File: config.mk
export PLATFORM = sky130hd
export DESIGN_NAME = pfb_ctrl
export DESIGN_NICKNAME = d
export VERILOG_FILES = /design/src/design/pfb_pkg.sv /design/src/design/pfb_ctrl.sv
export SDC_FILE = /design/constraint.sdc
export NUM_CORES = 1
export LEC_CHECK = 0
export BUFFER_PORTS_ARGS = -buffer_cell sky130_fd_sc_hd__buf_4
export CELL_PAD_IN_SITES_DETAIL_PLACEMENT = 1
export CELL_PAD_IN_SITES_GLOBAL_PLACEMENT = 1
export CORE_AREA = 2 2 56 58
export CTS_BUF_LIST = sky130_fd_sc_hd__clkbuf_8
export DETAILED_ROUTE_END_ITERATION = 8
export DIE_AREA = 0 0 58 60
export PLACE_DENSITY_LB_ADDON = 0.25
export SETUP_SLACK_MARGIN = 0.02
export SYNTH_ARGS = -nofsm -noshare
export SYNTH_HDL_FRONTEND = slang
export SYNTH_SLANG_ARGS = --single-unit
File: constraint.sdc
create_clock -name clk -period 1.75 [get_ports clk]
set_clock_uncertainty 0.05 [all_clocks]
set_input_delay 0.4375 -clock clk [delete_from_list [all_inputs] [get_ports clk]]
set_output_delay 0.4375 -clock clk [all_outputs]
set_load 0.02 [all_outputs]
File: src/design/pfb_pkg.sv
package pfb_pkg;

	// Fixed geometry of one panel and the default size of the byte store.
	localparam int PANEL_BYTES    = 64;
	localparam int MAX_PANELS_DEF = 8;

	// Coordinate widths: request fields and widened plot coordinates.
	localparam int COORD_W = 11;
	localparam int PT_W    = 13;
	// Width of byte addresses and counts before they are cut to the store.
	localparam int ADDR_W  = 11;

	// Request payload layout on s_tdata, lowest bit first.
	localparam int TD_W       = 72;
	localparam int TD_XA_LSB  = 0;
	localparam int TD_YA_LSB  = 11;
	localparam int TD_XB_LSB  = 22;
	localparam int TD_YB_LSB  = 33;
	localparam int TD_RAD_LSB = 44;
	localparam int TD_MOD_LSB = 54;
	localparam int TD_ON_BIT  = 57;
	localparam int TD_RA_LSB  = 58;

	// Command codes carried on s_tuser.
	localparam logic [2:0] ACT_PIXEL  = 3'd0;
	localparam logic [2:0] ACT_LINE   = 3'd1;
	localparam logic [2:0] ACT_CIRCLE = 3'd2;
	localparam logic [2:0] ACT_FILL   = 3'd3;
	localparam logic [2:0] ACT_READ   = 3'd4;

	// Pixel combine modes.
	localparam logic [2:0] MODE_NORMAL  = 3'd0;
	localparam logic [2:0] MODE_INVERSE = 3'd1;
	localparam logic [2:0] MODE_TOGGLE  = 3'd2;
	localparam logic [2:0] MODE_OR      = 3'd3;
	localparam logic [2:0] MODE_NOR     = 3'd4;

	// Configuration register indexes.
	localparam logic CFG_PANELS_WIDE = 1'b0;
	localparam logic CFG_PANELS_HIGH = 1'b1;

	localparam logic [7:0] DARK_BYTE = 8'hff;
	localparam logic [7:0] LIT_BYTE  = 8'h00;
	localparam logic [7:0] MSB_MASK  = 8'h80;

	// Where the plotted point comes from.
	typedef enum logic [1:0] {
		SRC_PIXEL  = 2'd0,
		SRC_LINE   = 2'd1,
		SRC_CIRCLE = 2'd2
	} pfb_src_t;

	typedef struct packed {
		logic     load;
		logic     clr_step;
		logic     fill_step;
		logic     line_init;
		logic     line_step;
		logic     circ_init;
		logic     circ_step;
		logic     pt_next;
		logic     pix_rd;
		logic     pix_wr;
		logic     rd_issue;
		logic     out_load;
		pfb_src_t src;
	} pfb_cmd_t;

	typedef struct packed {
		logic clr_last;
		logic fill_last;
		logic line_done;
		logic circ_done;
		logic pt_last;
	} pfb_sts_t;

endpackage

File: src/design/pfb_ctrl.sv
module pfb_ctrl (
	input  logic              clk,
	input  logic              arst_n,
	input  logic              s_tvalid,
	output logic              s_tready,
	input  logic [2:0]        action,
	output logic              m_tvalid,
	input  logic              m_tready,
	output pfb_pkg::pfb_cmd_t cmd,
	input  pfb_pkg::pfb_sts_t sts
);
	import pfb_pkg::*;

	typedef enum logic [8:0] {
		ST_INIT  = 9'b000000001,
		ST_IDLE  = 9'b000000010,
		ST_LINIT = 9'b000000100,
		ST_CINIT = 9'b000001000,
		ST_PRD   = 9'b000010000,
		ST_PWR   = 9'b000100000,
		ST_FILL  = 9'b001000000,
		ST_RDC   = 9'b010000000,
		ST_DONE  = 9'b100000000
	} state_t;

	state_t   state_q, state_d;
	pfb_src_t kind_q, kind_d;
	logic     m_tvalid_q;

	assign m_tvalid = m_tvalid_q;

	always_comb begin
		state_d  = state_q;
		kind_d   = kind_q;
		cmd      = '0;
		cmd.src  = kind_q;
		s_tready = 1'b0;
		case (state_q)
			ST_INIT: begin
				cmd.clr_step = 1'b1;
				if (sts.clr_last) begin
					state_d = ST_IDLE;
				end
			end
			ST_IDLE: begin
				s_tready = 1'b1;
				if (s_tvalid) begin
					cmd.load = 1'b1;
					case (action)
						ACT_PIXEL: begin
							kind_d  = SRC_PIXEL;
							state_d = ST_PRD;
						end
						ACT_LINE: begin
							kind_d  = SRC_LINE;
							state_d = ST_LINIT;
						end
						ACT_CIRCLE: begin
							kind_d  = SRC_CIRCLE;
							state_d = ST_CINIT;
						end
						ACT_FILL:  state_d = ST_FILL;
						ACT_READ:  state_d = ST_RDC;
						default:   state_d = ST_DONE;
					endcase
				end
			end
			ST_LINIT: begin
				cmd.line_init = 1'b1;
				state_d       = ST_PRD;
			end
			ST_CINIT: begin
				cmd.circ_init = 1'b1;
				state_d       = ST_PRD;
			end
			ST_PRD: begin
				cmd.pix_rd = 1'b1;
				state_d    = ST_PWR;
			end
			ST_PWR: begin
				cmd.pix_wr = 1'b1;
				case (kind_q)
					SRC_LINE: begin
						if (sts.line_done) begin
							state_d = ST_DONE;
						end else begin
							cmd.line_step = 1'b1;
							state_d       = ST_PRD;
						end
					end
					SRC_CIRCLE: begin
						if (!sts.pt_last) begin
							cmd.pt_next = 1'b1;
							state_d     = ST_PRD;
						end else if (sts.circ_done) begin
							state_d = ST_DONE;
						end else begin
							cmd.circ_step = 1'b1;
							state_d       = ST_PRD;
						end
					end
					default: state_d = ST_DONE;
				endcase
			end
			ST_FILL: begin
				cmd.fill_step = 1'b1;
				if (sts.fill_last) begin
					state_d = ST_DONE;
				end
			end
			ST_RDC: begin
				cmd.rd_issue = 1'b1;
				state_d      = ST_DONE;
			end
			ST_DONE: begin
				if (!m_tvalid_q || m_tready) begin
					cmd.out_load = 1'b1;
					state_d      = ST_IDLE;
				end
			end
			default: state_d = ST_INIT;
		endcase
	end

	always_ff @(posedge clk or negedge arst_n) begin
		if (!arst_n) begin
			state_q    <= ST_INIT;
			kind_q     <= SRC_PIXEL;
			m_tvalid_q <= 1'b0;
		end else begin
			state_q <= state_d;
			kind_q  <= kind_d;
			if (cmd.out_load) begin
				m_tvalid_q <= 1'b1;
			end else if (m_tready) begin
				m_tvalid_q <= 1'b0;
			end
		end
	end

endmodule

==> impl_metrics.env, run 1 <==
export IMPL_run_status="stopped before the end"
export IMPL_failing_step="global routing"
export IMPL_run_stop_error="[ERROR DPL-0033] detailed placement checks failed during check placement."
export IMPL_numPlacedInstances=199
export IMPL_synthesis_area_sq_um=1000
export IMPL_synth_enable_flop_cells=0
export IMPL_postSynth_asyncResetShare_pct=100
export IMPL_synth_common_cells="dfrtp_1, nor2_1, nand2_1"
export IMPL_synth_warnings=0
export IMPL_detailed_place_hpwl_mm=2.72
export IMPL_die_width_um=58
export IMPL_synth_most_common_cell="dfrtp_1"
export IMPL_num_io_pins=28
export IMPL_root_buffer="clkbuf_8"
export IMPL_core_rowCount=20
export IMPL_synthesis_area_per_instance_sq_um=8.89
export IMPL_grt_worst_endpoint="cmd[7]"
export IMPL_antenna_found_initial=0
export IMPL_post_synth_top_area_share_pct=27.4
export IMPL_cts_max_level=1
export IMPL_synth_top_cell_by_area="dfrtp_1"
export IMPL_cts_num_sinks=12
export IMPL_mappedNetlistNets=127
export IMPL_syn_instance_count=113
export IMPL_ys_seq_area_share_pct=30.0
export IMPL_floorplan_die_height_um=60
export IMPL_dpl_instance_area_sq_um=1500
export IMPL_worst_endpoint_kind="output port"
export IMPL_synth_top_cells_by_area="dfrtp_1, nor4_4, nor2b_1"
export IMPL_floorplan_initialDensity_pct=34.6
export IMPL_ys_types=42
export IMPL_routabilityCongestion=0.765
export IMPL_post_place_ws_ps=-292
export IMPL_ys_dominant_reg_cell="dfrtp_1"
export IMPL_grt_max_degree=14
export IMPL_portBuffers=27
export IMPL_cts_path_max_buffers=2
export IMPL_tritoncts_num_buffers=3
export IMPL_synth_seq_cells=12
[stage by stage]
step                hold WS (ps)  utilization [%]
CTS                          321             67.8
floorplan                   91.9                -
global placement             232             51.5
detailed placement           235             51.5
[cell families after synthesis]
family / Yosys count / synth area share [%]
AO/OA/AOI/OAI: 23 / 16.6
XOR/XNOR: 1 / 0.872
adder cells (fa/ha/maj): 2 / 2.49
buffers and inverters: 11 / 5.85
flip-flops: 12 / 30.0
AND/OR/NAND/NOR: 64 / 44.2
[what timing repair did]
action                     CTS
gates resized for setup     54
hold endpoints to repair    11
setup endpoints to repair   21
hold buffers                 1
buffers inserted            23
pin swaps                   16
==> inputs of run 2 (changes only) <==
CELL_PAD_IN_SITES_DETAIL_PLACEMENT = default   (was 1)
CELL_PAD_IN_SITES_GLOBAL_PLACEMENT = default   (was 1)
CORE_AREA = 2 2 67 69   (was 2 2 56 58)
CTS_BUF_LIST = default   (was sky130_fd_sc_hd__clkbuf_8)
DIE_AREA = 0 0 69 71   (was 0 0 58 60)
PLACE_DENSITY_LB_ADDON = 0.15   (was 0.25)
SETUP_SLACK_MARGIN = default   (was 0.02)
clock period = 2.3 ns   (was 1.75 ns; I/O delays follow)
==> run 2 against run 1 <==
  * The flow now finishes, with violations (setup timing)
  * Area after synthesis unchanged
  * Synthesized cell count unchanged
==> impl_metrics.env, run 2 <==
export IMPL_p_sw_share_pct=40.5
export IMPL_placeableCoreArea_sq_um=4200
export IMPL_grt_setup_unrepaired="yes"
export IMPL_worstMarginPinSlew_ps=392
export IMPL_synth_top_cell_by_area="dfrtp_1"
export IMPL_power_mw=1.31
export IMPL_drv_cap=0
export IMPL_antenna_diode_count=0
export IMPL_detail_route_drc_violations=0
export IMPL_floorplan_die_height_um=71
export IMPL_total_leakage_power_nw=0.695
export IMPL_antenna_left=0
export IMPL_timing_critical_path_slowest_stage_cell="or3_4"
export IMPL_synthesis_area_sq_um=1000
export IMPL_p_sw_mw=0.532
export IMPL_floorplan_initialDensity_pct=23.9
export IMPL_tritoncts_clock_tree="done"
export IMPL_maxClockFrequency_ghz=0.417
export IMPL_power_density_nw_per_um2=851
export IMPL_postSynth_asyncResetShare_pct=100
export IMPL_num_io_pins=28
export IMPL_timing_critical_path_cells="or3_4 -> nor4_4 -> nand2_2 -> nor3b_4 -> buf_6"
export IMPL_detailed_place_hpwl_mm=2.36
export IMPL_worst_setup_path_type="flop to primary output"
export IMPL_synth_enable_flop_cells=0
export IMPL_layout_setup_ws_ps=-98.0
export IMPL_root_buffer="clkbuf_8"
export IMPL_vias_per_cell=4.83
export IMPL_first_global_vias=999
export IMPL_failing_checks="setup timing"
export IMPL_routabilityCongestion=0.734
export IMPL_post_synth_top_area_share_pct=27.4
export IMPL_mappedNetlistNets=127
export IMPL_number_of_nets_in_the_final_layout=181
export IMPL_slew_violations=0
export IMPL_count_of_endpoints_failing_setup_in_the_final_report=3
export IMPL_cts_max_level=1
export IMPL_final_fill_count=449
export IMPL_run_status="finished with violations"
export IMPL_finalWirelength_mm=2.93
export IMPL_max_flop_register="state_q"
export IMPL_synthesis_area_per_instance_sq_um=8.89
export IMPL_detailroute_via_count=1054
export IMPL_ys_seq_area_share_pct=30.0
export IMPL_relSlewSlack_pct=73.9
export IMPL_fin_crit_sh_pct=104
export IMPL_min_delay_path_class="primary input to asynchronous set/reset pin"
export IMPL_layout_drive_gt1_share_pct=45.8
export IMPL_ys_dominant_reg_cell="dfrtp_1"
export IMPL_timing_final_hold_violations=0
export IMPL_mostFrequentLayoutCell="buf_4"
export IMPL_critical_path_top_delay_family="simple AND/OR/NAND/NOR gates"
export IMPL_grt_max_degree=14
export IMPL_tritoncts_num_buffers=3
export IMPL_grt_usage_pct=12.5
export IMPL_antenna_found_initial=0
export IMPL_overflow=0
export IMPL_synth_common_cells="dfrtp_1, nor2_1, nand2_1"
export IMPL_min_cycle_time_layout_ps=2400
export IMPL_largest_reg_flops=9
export IMPL_cpPeakStageDelay_ps=400
export IMPL_grt_pass1_wl_mm=4.84
export IMPL_kind_of_end_point_of_the_critical_path="primary output"
export IMPL_detail_route_first_pass_iterations=4
export IMPL_cts_path_max_buffers=2
export IMPL_syn_instance_count=113
export IMPL_worstSkewPairLatency_ps=250
export IMPL_synth_seq_cells=12
export IMPL_critical_path_arrival_ps=1770
export IMPL_vdd_drop_max_mv=0.372
export IMPL_route_detailed_wl_per_inst_um=13.4
export IMPL_top_library_cells_by_usage_in_the_layout_fill_and_taps_aside="buf_4, dfrtp_1, nor2_1, nand2_1"
export IMPL_power_frac_clock_pct=17.9
export IMPL_finish_cell_count_without_fillers=218
export IMPL_die_area_sq_um=4900
export IMPL_synth_warnings=0
export IMPL_drt_iter0_drc=27
export IMPL_critPathBufInv=1
export IMPL_ys_types=42
export IMPL_clk_transition_reported_paths_ps=60
export IMPL_cts_num_sinks=12
export IMPL_synth_top_cells_by_area="dfrtp_1, nor4_4, nor2b_1"
export IMPL_portBuffers=27
export IMPL_timing_critical_path_required_ps=1670
export IMPL_critPathLaunchType="flop"
export IMPL_numPlacedInstances=202
export IMPL_flow_area_growth_from_synthesis_pct=53.5
export IMPL_power_share_sequential_pct=23.6
export IMPL_die_width_um=69
export IMPL_gate_power_share_pct=58.5
export IMPL_synth_most_common_cell="dfrtp_1"
export IMPL_power_report_internal_total_mw=0.781
export IMPL_core_rowCount=24
export IMPL_cp_max_fo=2
-- run 2: cell counts after synthesis --
Identical to the previous run, type by type.
-- run 2: area by class of cell --
type / instances / area, sq um / share of cell area, %
clock buffers: 4 / 55.1 / 3.57
repair buffers: 53 / 409 / 26.5
inverters: 7 / 26.3 / 1.70
well taps: 52 / 65.1 / 4.22
multi-input cells: 90 / 686 / 44.4
flip-flops and latches: 12 / 302 / 19.5
-- run 2: metal layers --
| metal | wire length (um) | share of wire [%] | GRT usage (%) |
|---|---|---|---|
| met1 | 1310 | 45 | 16.0 |
| met2 | 1470 | 50 | 20.8 |
| met3 | 97 | 3.3 | 2.28 |
| met4 | 55 | 1.9 | 5.23 |
| met5 | 0 | 0 | 0 |
-- run 2: worst paths after layout --
| path | start | to | slack (ps) | cells past startpoint |
|---|---|---|---|---|
| worst max register to register | state_q[4] | state_q[4] | 450 | 5 |
| min in group clk | action[1] | state_q[2] | 460 | 2 |
| max in group asynchronous | arst_n | state_q[0] | 1860 | 1 |
| worst min-delay path | arst_n | m_tvalid | 110 | 1 |
| worst min register to register | kind_q[0] | kind_q[0] | 580 | 2 |
| worst max-delay path | state_q[3] | cmd[7] | -100 | 5 |
-- run 2: what timing repair did --
item	4_1_cts	5_1_grt
endpoints found under the setup margin	4	7
hold buffers	0	0
pin swaps	4	6
buffers inserted	3	9
gates resized for setup	8	2
endpoints found under the hold margin	0	0
-- run 2: kinds of logic (layout without fill, tap and decap cells) --
family | count (synthesis) | count (layout) | synth area share (%)
buffers and inverters | 11 | 64 | 5.85
adder cells (fa/ha/maj) | 2 | 2 | 2.49
AND/OR/NAND/NOR | 64 | 64 | 44.2
XOR/XNOR | 1 | 1 | 0.872
AO/OA/AOI/OAI | 23 | 23 | 16.6
flip-flops | 12 | 12 | 30.0
-- run 2: power groups by stage --
stage,Clock [mW],Combinational (mW),Sequential [mW]
after CTS,0.236,0.703,0.315
final,0.235,0.768,0.311
after global placement,0,0.673,0.312
after floorplan,0,0.388,0.337
after global routing,0.256,0.837,0.317
after detailed placement,0,0.673,0.317
-- run 2: metrics by stage --
step	setup slack, ps	area, sq um	TNS [ps]	hold slack (ps)	utilization, %
2_1_floorplan	-132	1020	-132	229	-
3_3_place_gp	85.2	1360	0	382	32.4
3_5_place_dp	30.1	1360	0	381	32.4
4_1_cts	-131	1470	-307	118	35.0
5_1_grt	-157	1540	-412	111	36.7
6_report	-98.0	1540	-221	110	36.7
(Power assumes the default switching activity.)
==> inputs of run 3 (changes only) <==
CORE_AREA = 2 2 63 65   (was 2 2 67 69)
DIE_AREA = 0 0 65 67   (was 0 0 69 71)
==> run 3 against run 2 <==
  * The run still ends with setup timing left
  * Global-route usage increased by 2.1 points
  * Highest routed layer unchanged
  * Hold slack improved by 6.7 ps
  * Worst setup slack lost 6.2 ps
  * Non-clock buffer count down 5
==> impl_metrics.env, run 3 (synthesis results as in run 2) <==
export IMPL_drv_cap=0
export IMPL_finalWirelength_mm=2.86
export IMPL_fin_hold_ws_ps=116
export IMPL_top_library_cells_by_usage_in_the_layout_fill_and_taps_aside="buf_4, dfrtp_1, nor2_1, nand2_1, buf_6"
export IMPL_detail_route_first_pass_iterations=4
export IMPL_kind_of_end_point_of_the_critical_path="primary output"
export IMPL_total_leakage_power_nw=0.669
export IMPL_placeableCoreArea_sq_um=3610
export IMPL_final_design_instance_area_without_fill_sq_um=1540
export IMPL_count_of_endpoints_failing_setup_in_the_final_report=3
export IMPL_die_area_sq_um=4360
export IMPL_mostFrequentLayoutCell="buf_4"
export IMPL_timing_critical_path_required_ps=1670
export IMPL_core_rowCount=22
export IMPL_layout_setup_ws_ps=-104
export IMPL_tritoncts_num_buffers=3
export IMPL_grt_pass1_wl_mm=4.85
export IMPL_cts_path_max_buffers=2
export IMPL_layout_drive_gt1_share_pct=46.0
export IMPL_overflow=0
export IMPL_clk_transition_reported_paths_ps=60
export IMPL_grt_max_degree=14
export IMPL_cts_max_level=1
export IMPL_vias_per_cell=5.00
export IMPL_final_core_density_pct=42.6
export IMPL_timing_critical_path_cells="or3_4 -> nor4_4 -> nand2_2 -> nor3b_4 -> buf_6"
export IMPL_maxClockFrequency_ghz=0.416
export IMPL_worst_setup_path_type="flop to primary output"
export IMPL_max_flop_register="state_q"
export IMPL_floorplan_die_height_um=67
export IMPL_worstMarginPinSlew_ps=420
export IMPL_antenna_found_initial=0
export IMPL_critical_path_arrival_ps=1780
export IMPL_number_of_nets_in_the_final_layout=176
export IMPL_grt_usage_pct=14.6
export IMPL_cpPeakStageDelay_ps=410
export IMPL_first_global_vias=1041
export IMPL_min_cycle_time_layout_ps=2400
export IMPL_route_detailed_wl_per_inst_um=13.7
export IMPL_floorplan_initialDensity_pct=27.9
export IMPL_dpl_instance_area_sq_um=1350
export IMPL_relSlewSlack_pct=72.0
export IMPL_drt_iter0_drc=19
export IMPL_vdd_drop_max_mv=0.546
export IMPL_fin_crit_sh_pct=105
export IMPL_detail_route_drc_violations=0
export IMPL_num_io_pins=28
export IMPL_tritoncts_clock_tree="done"
export IMPL_failing_checks="setup timing"
export IMPL_postCtsHoldBufs=0
export IMPL_timing_critical_path_slowest_stage_cell="dfstp_2"
export IMPL_run_status="finished with violations"
export IMPL_grt_setup_unrepaired="yes"
export IMPL_detailroute_via_count=1046
export IMPL_power_mw=1.28
export IMPL_portBuffers=27
export IMPL_power_density_nw_per_um2=833
export IMPL_flow_area_growth_from_synthesis_pct=52.8
export IMPL_largest_reg_flops=9
export IMPL_critPathLaunchType="flop"
export IMPL_cp_max_fo=9
export IMPL_numPlacedInstances=197
export IMPL_worstSkewPairLatency_ps=240
export IMPL_timing_final_hold_violations=0
export IMPL_min_delay_path_class="primary input to asynchronous set/reset pin"
export IMPL_finish_cell_count_without_fillers=209
export IMPL_detailed_place_hpwl_mm=2.24
export IMPL_antenna_diode_count=0
export IMPL_die_width_um=65
export IMPL_antenna_left=0
export IMPL_root_buffer="clkbuf_8"
export IMPL_slew_violations=0
export IMPL_routabilityCongestion=0.829
export IMPL_cts_num_sinks=12
-- run 3: stage by stage --
stage | setup slack [ps] | TNS, ps
after floorplan | -132 | -132
after global placement | 91.4 | 0
after detailed placement | 27.5 | 0
after CTS | -122 | -190
after global routing | -170 | -500
final | -104 | -155
-- run 3: final cells by class --
type | count | area [sq um]
clock buffer | 4 | 55.1
sequential | 12 | 302
inverter | 7 | 26.3
multi-input combinational | 90 | 706
timing repair buffer | 48 | 387
tap | 48 | 60.1
fill | 364 | 2070
-- run 3: worst max-delay path, delay by kind of cell, from the launching register on --
kind                   cells  cell delay [ps]
flip-flops                 1              410
AND/OR/NAND/NOR            4              980
buffers and inverters      1              140
-- run 3: power by group --
part	total (mW)	internal, mW	leakage [nW]	switching (mW)
logic	0.735	0.337	0.481	0.398
registers	0.314	0.263	0.159	0.0512
clock network	0.231	0.151	0.0288	0.0794
total	1.28	0.751	0.669	0.529
-- run 3: worst paths after layout --
check,cells after the start,startpoint,slack (ps),to
max in group asynchronous,1,arst_n,1850,state_q[0]
worst min register to register,2,kind_q[0],570,kind_q[0]
worst min-delay path,1,arst_n,120,state_q[1]
min in group clk,2,action[1],460,state_q[2]
worst max register to register,5,state_q[1],340,state_q[4]
worst max-delay path,5,state_q[0],-100,cmd[7]
-- run 3: routing by layer --
metal	GRT usage (%)	vias up	share of wire, %
li1	-	521	-
met1	17.7	501	45
met2	25.8	20	50
met3	2.20	4	3.7
met4	5.85	0	1.4
met5	0	-	0
-- run 3: what timing repair did --
item,4_1_cts,5_1_grt
buffers inserted,3,6
endpoints found under the hold margin,0,0
endpoints found under the setup margin,5,7
gates cloned,0,0
pin swaps,4,6
resized for setup,9,9
==> inputs of run 4 (changes only) <==
REMOVE_ABC_BUFFERS = 1   (was default)
SLEW_MARGIN = 0   (was default)
==> run 4 against run 3 <==
  * The run still ends with setup timing left
  * Die area is the same
  * Flip-flop and latch count is the same
  * Non-clock buffer count is 6 higher
  * Total power increased by 3.8%
  * Critical endpoint unchanged
  * Critical path type unchanged
  * Highest routed layer unchanged
  * Worst setup slack improved by 37 ps
  * Register-to-register slack gained 70 ps
  * Hold slack got worse by 6.5 ps
==> impl_metrics.env, run 4 (synthesis results as in run 2) <==
export IMPL_run_status="finished with violations"
export IMPL_failing_checks="setup timing"
export IMPL_cts_max_level=1
export IMPL_tritoncts_clock_tree="done"
export IMPL_worstMarginPinSlew_ps=437
export IMPL_cts_num_sinks=12
export IMPL_die_width_um=65
export IMPL_clk_transition_reported_paths_ps=60
export IMPL_finish_cell_count_without_fillers=215
export IMPL_layout_drive_gt1_share_pct=44.9
export IMPL_detail_route_first_pass_iterations=4
export IMPL_timing_critical_path_slowest_stage_cell="dfrtp_1"
export IMPL_postCtsHoldBufs=0
export IMPL_detailed_place_hpwl_mm=2.30
export IMPL_antenna_left=0
export IMPL_overflow=0
export IMPL_timing_final_hold_violations=0
export IMPL_grt_max_degree=14
export IMPL_flow_area_growth_from_synthesis_pct=52.9
export IMPL_grt_usage_pct=14.8
export IMPL_count_of_endpoints_failing_setup_in_the_final_report=3
export IMPL_cts_path_max_buffers=2
export IMPL_largest_reg_flops=9
export IMPL_timing_critical_path_cells="or3_4 -> nor4_4 -> nand2_1 -> nor3b_2 -> buf_4"
export IMPL_portBuffers=27
export IMPL_drt_iter0_drc=14
export IMPL_fin_crit_sh_pct=103
export IMPL_route_detailed_wl_per_inst_um=14.2
export IMPL_first_global_vias=1029
export IMPL_root_buffer="clkbuf_8"
export IMPL_placeableCoreArea_sq_um=3610
export IMPL_num_io_pins=28
export IMPL_routabilityCongestion=0.819
export IMPL_cp_max_fo=3
export IMPL_fin_hold_ws_ps=110
export IMPL_number_of_nets_in_the_final_layout=182
export IMPL_antenna_found_initial=0
export IMPL_dpl_instance_area_sq_um=1330
export IMPL_detail_route_drc_violations=0
export IMPL_worst_setup_path_type="flop to primary output"
export IMPL_slew_violations=0
export IMPL_min_cycle_time_layout_ps=2370
export IMPL_layout_setup_ws_ps=-66.8
export IMPL_worstSkewPairLatency_ps=250
export IMPL_cpPeakStageDelay_ps=420
export IMPL_grt_pass1_wl_mm=4.84
export IMPL_total_leakage_power_nw=0.696
export IMPL_floorplan_initialDensity_pct=27.9
export IMPL_relSlewSlack_pct=70.9
export IMPL_vias_per_cell=5.04
export IMPL_finalWirelength_mm=3.05
export IMPL_tritoncts_num_buffers=3
export IMPL_antenna_diode_count=0
export IMPL_min_delay_path_class="primary input to asynchronous set/reset pin"
export IMPL_timing_critical_path_required_ps=1670
export IMPL_maxClockFrequency_ghz=0.423
export IMPL_kind_of_end_point_of_the_critical_path="primary output"
export IMPL_core_rowCount=22
export IMPL_top_library_cells_by_usage_in_the_layout_fill_and_taps_aside="buf_4, dfrtp_1, nor2_1, nand2_1"
export IMPL_max_flop_register="state_q"
export IMPL_power_density_nw_per_um2=865
export IMPL_floorplan_die_height_um=67
export IMPL_vdd_drop_max_mv=0.495
export IMPL_drv_cap=0
export IMPL_detailroute_via_count=1083
export IMPL_final_design_instance_area_without_fill_sq_um=1540
export IMPL_critPathLaunchType="flop"
export IMPL_numPlacedInstances=197
export IMPL_totalNegativeSetupSlack_ps=-81.3
export IMPL_mostFrequentLayoutCell="buf_4"
export IMPL_critical_path_arrival_ps=1740
export IMPL_die_area_sq_um=4360
export IMPL_grt_setup_unrepaired="yes"
[run 4: through the flow]
step	power [mW]	util (%)	setup slack (ps)
2_1_floorplan	0.712	-	-185
3_3_place_gp	0.955	37.0	110
3_5_place_dp	0.957	37.0	57.0
4_1_cts	1.26	40.2	-88.5
5_1_grt	1.42	42.6	-147
6_report	1.33	42.6	-66.8
[run 4: worst max-delay path: cells and delay by family (launching register included)]
kind          cells  cell delay [ps]
simple gates      4              910
buf+inv           1              160
flops             1              420
[run 4: report_power, final]
group / leakage, nW / switching [mW] / internal [mW]
sequential: 0.159 / 0.0436 / 0.262
clock: 0.0288 / 0.0890 / 0.152
combinational: 0.508 / 0.416 / 0.366
total: 0.696 / 0.549 / 0.779
[run 4: routing by layer]
metal | vias to the layer above | GRT usage, % | wire, um
li1 | 537 | - | -
met1 | 522 | 18.1 | 1380
met2 | 22 | 26.0 | 1550
met3 | 2 | 1.86 | 85
met4 | 0 | 6.38 | 25
met5 | - | 0 | 0
[run 4: timing repair]
item,4_1_cts,5_1_grt
setup endpoints to repair,7,8
gates resized for setup,6,6
buffers inserted,5,10
pin swaps,5,10
[run 4: area by class of cell]
cell class / count / area, sq um
Sequential cell: 12 / 302
Timing Repair Buffer: 54 / 420
Multi-Input combinational cell: 90 / 673
Tap cell: 48 / 60.1
Clock buffer: 4 / 55.1
Inverter: 7 / 26.3
Fill cell: 374 / 2070
[run 4: path summary, 6_finish.rpt]
| path | startpoint | end | slack (ps) | depth (start not counted) |
|---|---|---|---|---|
| max in group asynchronous | arst_n | state_q[0] | 1860 | 1 |
| max | state_q[4] | cmd[7] | -70 | 5 |
| min in group clk | action[1] | state_q[2] | 460 | 2 |
| min | arst_n | state_q[1] | 110 | 1 |
| min reg2reg | kind_q[0] | kind_q[0] | 570 | 2 |
| max reg2reg | state_q[4] | state_q[4] | 410 | 6 |
